`src/sv/dost_pkg.sv`:
```
// Shared types and phase codes for the delayed one-shot timer.
package dost_pkg;

  typedef enum logic [1:0] {
    PH_READY   = 2'd0,
    PH_DELAY   = 2'd1,
    PH_HOLD    = 2'd2,
    PH_WAITLOW = 2'd3
  } phase_t;

  // Control part of the timer state.
  typedef struct packed {
    phase_t phase;
    logic   level;
  } dost_ctl_t;

  // Per-request flags that steer the tick.
  typedef struct packed {
    logic running;
    logic trigger;
  } dost_tick_t;

  // Result flags of one tick.
  typedef struct packed {
    logic pulse;
    logic changed;
  } dost_res_t;

endpackage

```
`src/sv/dost_core.sv`:
```
// Next-state and result logic for one tick of the one-shot timer.
module dost_core
  import dost_pkg::*;
#(
  parameter int TIME_WIDTH = 32
) (
  input  dost_ctl_t              ctl,
  input  logic [TIME_WIDTH-1:0]  deadline,
  input  dost_tick_t             tick,
  input  logic [TIME_WIDTH-1:0]  now_time,
  input  logic [TIME_WIDTH-1:0]  delay_time,
  input  logic [TIME_WIDTH-1:0]  hold_time,
  output dost_ctl_t              ctl_next,
  output logic [TIME_WIDTH-1:0]  deadline_next,
  output dost_res_t              res
);

  logic [TIME_WIDTH:0]   sum_dly;
  logic [TIME_WIDTH:0]   sum_hld;
  logic [TIME_WIDTH-1:0] end_dly;
  logic [TIME_WIDTH-1:0] end_hld;
  logic                  expired;
  logic                  now_zero;

  // Saturating deadline sums and the expiry compare
  assign sum_dly  = {1'b0, now_time} + {1'b0, delay_time};
  assign sum_hld  = {1'b0, now_time} + {1'b0, hold_time};
  assign end_dly  = sum_dly[TIME_WIDTH] ? '1 : sum_dly[TIME_WIDTH-1:0];
  assign end_hld  = sum_hld[TIME_WIDTH] ? '1 : sum_hld[TIME_WIDTH-1:0];
  assign expired  = (deadline <= now_time);
  assign now_zero = (now_time == '0);

  // Advance the phase, deadline and level
  always_comb begin
    ctl_next      = ctl;
    deadline_next = deadline;
    if (!tick.running) begin
      if (now_zero) begin
        ctl_next.phase = PH_READY;
        ctl_next.level = 1'b0;
        deadline_next  = '0;
      end
    end else begin
      unique case (ctl.phase)
        PH_READY: begin
          if (tick.trigger) begin
            if (delay_time == '0) begin
              ctl_next.phase = PH_HOLD;
              ctl_next.level = 1'b1;
              deadline_next  = end_hld;
            end else begin
              ctl_next.phase = PH_DELAY;
              deadline_next  = end_dly;
            end
          end
        end
        PH_DELAY: begin
          if (expired) begin
            ctl_next.phase = PH_HOLD;
            ctl_next.level = 1'b1;
            deadline_next  = end_hld;
          end
        end
        PH_HOLD: begin
          if (expired) begin
            ctl_next.phase = tick.trigger ? PH_WAITLOW : PH_READY;
            ctl_next.level = 1'b0;
          end
        end
        PH_WAITLOW: begin
          if (!tick.trigger) begin
            ctl_next.phase = PH_READY;
          end
        end
        default: begin
          ctl_next.phase = PH_READY;
        end
      endcase
    end
  end

  // Drive the result: new level, and a flag when it switched
  always_comb begin
    res.pulse   = ctl_next.level;
    res.changed = ctl_next.level ^ ctl.level;
  end

endmodule

```
`src/sv/delayed_one_shot_timer.sv`:
```
// Top level of the delayed one-shot timer with input and result registers.
//
// Non-retriggerable one-shot with a start delay, evaluated once per tick
// request. Each request on the input channel (in_valid / in_stall) carries
// the current time, the clock-running flag, the trigger level and the
// delay and hold times. Each request gives exactly one result on the
// output channel (out_valid / out_stall): pulse_out, its complement
// pulse_out_n, and changed when the output switched on that tick.
// An accepted request sits in the input register until the result register
// is free; the tick logic then writes the result register and the timer
// state together.
// Throughput is one request per cycle while the receiver does not stall,
// set by the single state update per tick.
// While the receiver stalls, the result holds, the input register keeps
// one request, and in_stall rises only once both are full.
// Synchronous reset empties both registers and returns the timer to the
// ready phase with the output low and the deadline at zero.
module delayed_one_shot_timer
  import dost_pkg::*;
#(
  parameter int TIME_WIDTH = 32
) (
  input  logic                  clk,
  input  logic                  rst,
  input  logic                  in_valid,
  output logic                  in_stall,
  input  logic [TIME_WIDTH-1:0] now_time,
  input  logic                  clock_running,
  input  logic                  trigger,
  input  logic [TIME_WIDTH-1:0] delay_time,
  input  logic [TIME_WIDTH-1:0] hold_time,
  output logic                  out_valid,
  input  logic                  out_stall,
  output logic                  pulse_out,
  output logic                  pulse_out_n,
  output logic                  changed
);

  logic                  req_vld;
  logic [TIME_WIDTH-1:0] req_now;
  logic [TIME_WIDTH-1:0] req_dly;
  logic [TIME_WIDTH-1:0] req_hld;
  dost_tick_t            req_tick;

  dost_ctl_t             ctl;
  dost_ctl_t             ctl_next;
  logic [TIME_WIDTH-1:0] deadline;
  logic [TIME_WIDTH-1:0] deadline_next;
  dost_res_t             res;

  logic                  advance;
  logic                  accept;

  // Handshake: move a request on whenever the result register is free
  assign advance  = req_vld && (!out_valid || !out_stall);
  assign in_stall = req_vld && !advance;
  assign accept   = in_valid && !in_stall;

  // Hold the accepted request
  always_ff @(posedge clk) begin
    if (rst) begin
      req_vld <= 1'b0;
    end else if (accept) begin
      req_vld <= 1'b1;
    end else if (advance) begin
      req_vld <= 1'b0;
    end
  end

  always_ff @(posedge clk) begin
    if (accept) begin
      req_now          <= now_time;
      req_dly          <= delay_time;
      req_hld          <= hold_time;
      req_tick.running <= clock_running;
      req_tick.trigger <= trigger;
    end
  end

  dost_core #(
    .TIME_WIDTH (TIME_WIDTH)
  ) u_core (
    .ctl           (ctl),
    .deadline      (deadline),
    .tick          (req_tick),
    .now_time      (req_now),
    .delay_time    (req_dly),
    .hold_time     (req_hld),
    .ctl_next      (ctl_next),
    .deadline_next (deadline_next),
    .res           (res)
  );

  // Update the timer state once per tick
  always_ff @(posedge clk) begin
    if (rst) begin
      ctl.phase <= PH_READY;
      ctl.level <= 1'b0;
      deadline  <= '0;
    end else if (advance) begin
      ctl      <= ctl_next;
      deadline <= deadline_next;
    end
  end

  // Result register
  always_ff @(posedge clk) begin
    if (rst) begin
      out_valid <= 1'b0;
    end else if (advance) begin
      out_valid <= 1'b1;
    end else if (!out_stall) begin
      out_valid <= 1'b0;
    end
  end

  always_ff @(posedge clk) begin
    if (advance) begin
      pulse_out   <= res.pulse;
      pulse_out_n <= !res.pulse;
      changed     <= res.changed;
    end
  end

endmodule

```
`config.mk`:
```
export PLATFORM = sky130hd
export DESIGN_NAME = delayed_one_shot_timer
export DESIGN_NICKNAME = d
export VERILOG_FILES = /design/src/sv/dost_pkg.sv /design/src/sv/dost_core.sv /design/src/sv/delayed_one_shot_timer.sv
export SDC_FILE = /design/constraint.sdc
export NUM_CORES = 1
export LEC_CHECK = 0
export BUFFER_PORTS_ARGS = -buffer_cell sky130_fd_sc_hd__buf_2
export CORE_ASPECT_RATIO = 0.7
export CORE_MARGIN = 10
export CORE_UTILIZATION = 30
export DETAILED_ROUTE_END_ITERATION = 10
export PLACE_DENSITY = 0.5
export SLEW_MARGIN = 40
export SYNTH_ARGS = -nofsm -noshare
export SYNTH_HDL_FRONTEND = slang
export SYNTH_SLANG_ARGS = --single-unit
```
`constraint.sdc`:
```
create_clock -name clk -period 17 [get_ports clk]
set_input_delay 4.25 -clock clk [delete_from_list [all_inputs] [get_ports clk]]
set_output_delay 4.25 -clock clk [all_outputs]
set_load 0.03 [all_outputs]
```
==> results.txt <==
* Placed inst area: 10350 um2
- Root Buffer Master: sky130_fd_sc_hd__clkbuf_16
- Clock-pin slew was measured on the worst setup and hold paths at 0.06 ns.
- In this run the core area contains 54 standard-cell rows.
* Worst Tran Pin Value: 0.9637 ns
- Cell taking the most area after synthesis: sky130_fd_sc_hd__edfxtp_1
- The worst register-to-register path has a setup slack of 12.61 ns.
* First drt pass iteration count: 8
- Prior to clock tree synthesis, the placed netlist has a worst setup slack of 7.933 ns.
- In this run the worst path has a maximum fanout of 3.
- Antenna-violating nets left: 0
* Yosys top cell area share: 32.37%
* CORE AREA: 30940 um2
* Post-synth top flop: sky130_fd_sc_hd__edfxtp_1
* Worst-skew pair later-pin latency: 0.45 ns
- For this design the ratio of total power to cell area is 90.21 nW/um2.
- The number of global-route vias before repair is 7413.
- Combined buffer and inverter count along the critical path: 2
* # resized after CTS: 0
- VDD sags by at most 0.00006320 V.
- The signal on the critical path passes through buf_2, and3_1, buf_2.
* Unique masters post-synth: 81
- When the netlist entered floorplanning its net count stood at 1130.
* Sum of routed wire length over all layers: 26.87 mm
- The die is 167.9 um tall.
- N_diodes: 0
- Initial Utilization: 30.28%
- Aggregate negative setup slack: 0 ns
- Number of endpoints failing setup at the final stage: 0
- Setup slack closes at 7.935 ns.
* Post-synth top cells: 101 x sky130_fd_sc_hd__edfxtp_1, 99 x sky130_fd_sc_hd__nand2_1, 96 x sky130_fd_sc_hd__ha_1
- Routed via count: 7570
* Sequential cell area fraction in the yosys report: 40.27%
* Number of enable-type register cells in the synthesized netlist: 101
* Final design instance area without fill: 10930 um2
- Worst-case headroom to the max-slew limit: 35.16%
- The tree built by TritonCTS fans out to 138 sinks.
- The final-report hold violation count came to 0.
- The total overflow left after global routing is 0.
* Cells after synthesis: 930
- Sorting the synthesized cells by area gives the leading types as sky130_fd_sc_hd__edfxtp_1 32%, sky130_fd_sc_hd__ha_1 13%, sky130_fd_sc_hd__dfxtp_1 7.9%, sky130_fd_sc_hd__a21oi_1 4.5%, sky130_fd_sc_hd__nand2_1 4.0%.
* Mean routed wirelength per cell: 18.26 um
* Category of the critical setup timing path: primary input to output pin
* Standby leakage power: 4.554 nW
* Kind of end point of the critical path: output pin
- Dividing the detail-routed via count by the number of cells gives 5.146.
- The final number of max-transition violations is 0.
* Antenna violations before repair: 0
- Routability-driven placement finished with a final weighted congestion of 0.9074.
- Synthesized cell area: 9370 um2
- After filler insertion, the fill cell instance count of the layout stands at 3206.
- Remaining design rule violation count: 0
- In this run the top signal layer used is met4.
- Peak per-stage delay on the critical path: 0.24 ns
- Dividing the final minimum period by the clock period gives 53.32%.
- Buffers placed on the I/O ports in this run total 106.
- The routed design uses 1.869 mm of met3 wire.
* Largest net degree at the start of global routing: 61
* Die span in x: 231.2 um
* Average cell area after synthesis: 10.08 um2
* First-pass GRT wire length: 42.17 mm
* Fraction of registers with async set/reset: 0%
- Net count reported at finish: 1238
- The clock period could shrink to 9.065 ns.
- The largest individual stage delay along the critical path comes from the cell sky130_fd_sc_hd__buf_2.
* Final Hold Slack: 0.4413 ns
- Hold buffer count at cts: 0
- TritonCTS buffer count: 17
* Clock tree skew after final layout: 0.01410 ns
- Global routing used 13.95% of the available tracks across all layers.
- The die covers 38820 um2.
- Detailed router's first-iteration violation count: 706
- Broken down by cell family, the worst path's largest delay share belongs to buffers and inverters.
- Max-cap violation count: 0
- In this run, synthesis produced a sequential element count of 138.
- Result of the run: finished, final reports clean
* Required time of the worst setup path: 12.75 ns
- Setup repair after global routing missed its margin: false
* Number of ports placed on the die boundary: 107
- The path class of the tightest hold or removal check is register to register.
- In this run the number of H-tree levels came out at 4.
- Sort of element at the start of the critical path: primary input
- The most common cell in the synthesized netlist is sky130_fd_sc_hd__edfxtp_1.
- In the final layout, the share of cells above drive strength 1 is 18.93%.
- Detailed placement HPWL: 21.33 mm
- At the worst endpoint, the arrival time is 4.81 ns.
- Total of warnings raised by yosys: 0
* Max Fclk: 110.3 MHz
- TritonCTS built the clock tree.
- From synthesis to final layout, the design area changed by 16.69%.
- No sink is reached through more buffers than the 2 on the longest clock path.
- Post-route met1 wirelength: 14.34 mm
* Met2 WL: 10.35 mm
- In this design, the critical path's most frequently occurring cell is sky130_fd_sc_hd__buf_2.
* Post-CTS setup-driven buffer insertion count: 0
tightest hold or removal path: stages (launching register included):
cell                      delay [ns]
sky130_fd_sc_hd__dfxtp_1        0.31
sky130_fd_sc_hd__nand2_1        0.05
sky130_fd_sc_hd__nand2_1        0.04
cell families (layout without fill, tap and decap cells):
logic type	after synthesis	count (layout)	synth area share, %
AO/OA/AOI/OAI	293	293	23.35
XOR/XNOR	46	46	4.300
adder cells (fa/ha/maj)	98	98	13.25
buffers and inverters	75	196	3.552
flip-flops	138	138	40.27
multiplexers	3	3	0.3338
AND/OR/NAND/NOR	277	277	14.94
cells in the final DEF (no fill, tap or decap), types with 23 or more instances in the layout:
cell type and instances:
sky130_fd_sc_hd__buf_2 106, sky130_fd_sc_hd__edfxtp_1 101, sky130_fd_sc_hd__nand2_1 99, sky130_fd_sc_hd__ha_1 96
sky130_fd_sc_hd__a21oi_1 85, sky130_fd_sc_hd__inv_1 50, sky130_fd_sc_hd__nor2_1 49, sky130_fd_sc_hd__a21o_1 37
sky130_fd_sc_hd__dfxtp_1 37, sky130_fd_sc_hd__o21ai_0 33, sky130_fd_sc_hd__xnor2_1 29, sky130_fd_sc_hd__o221ai_2 23
report_power, final:
part | total, mW | switching [mW] | internal [mW]
registers | 0.398 | 0.0166 | 0.381
logic | 0.212 | 0.129 | 0.0826
clock network | 0.377 | 0.159 | 0.218
layout make-up:
| class | instances | area [um2] | area share, % |
|---|---|---|---|
| multi-input cells | 717 | 5275 | 48.24 |
| flip-flops and latches | 138 | 3774 | 34.51 |
| repair buffers | 113 | 583.1 | 5.332 |
| well taps | 420 | 525.5 | 4.806 |
| clock buffers | 17 | 425.4 | 3.891 |
| inverters | 51 | 191.4 | 1.751 |
| clock inverters | 15 | 160.2 | 1.465 |
through the flow:
stage | utilization, % | std cells | total power [mW]
final | 35.33 | 1471 | 0.9863
after global routing | 35.33 | 1471 | 1.039
after floorplan | - | 930 | 0.5551
after detailed placement | 33.44 | 1439 | 0.6145
after global placement | 33.44 | 1439 | 0.6141
after CTS | 35.33 | 1471 | 0.9962
routing by layer:
layer / GRT usage, % / vias up
met2: 18.55 / 231
met3: 3.980 / 23
met4: 3.736 / 0
met5: 0 / -
li1: - / 3776
met1: 21.08 / 3540
state kept, by name, indices dropped and copies added, names as in the netlist, 2 cells and up:
register	count
ctl	3
deadline	32
req_dly	32
req_tick	2
req_hld	32
req_now	32
path summary, 6_finish.rpt:
| path | endpoint | cells after the start | from |
|---|---|---|---|
| min reg2reg | deadline[7]$_SDFFE_PP0P_ | 2 | deadline[7]$_SDFFE_PP0P_ |
| max reg2reg | deadline[25]$_SDFFE_PP0P_ | 11 | req_now[0]$_DFFE_PP_ |
| min | deadline[7]$_SDFFE_PP0P_ | 2 | deadline[7]$_SDFFE_PP0P_ |
| max | in_stall | 3 | out_stall |
Power figures use the tool's default switching activity.
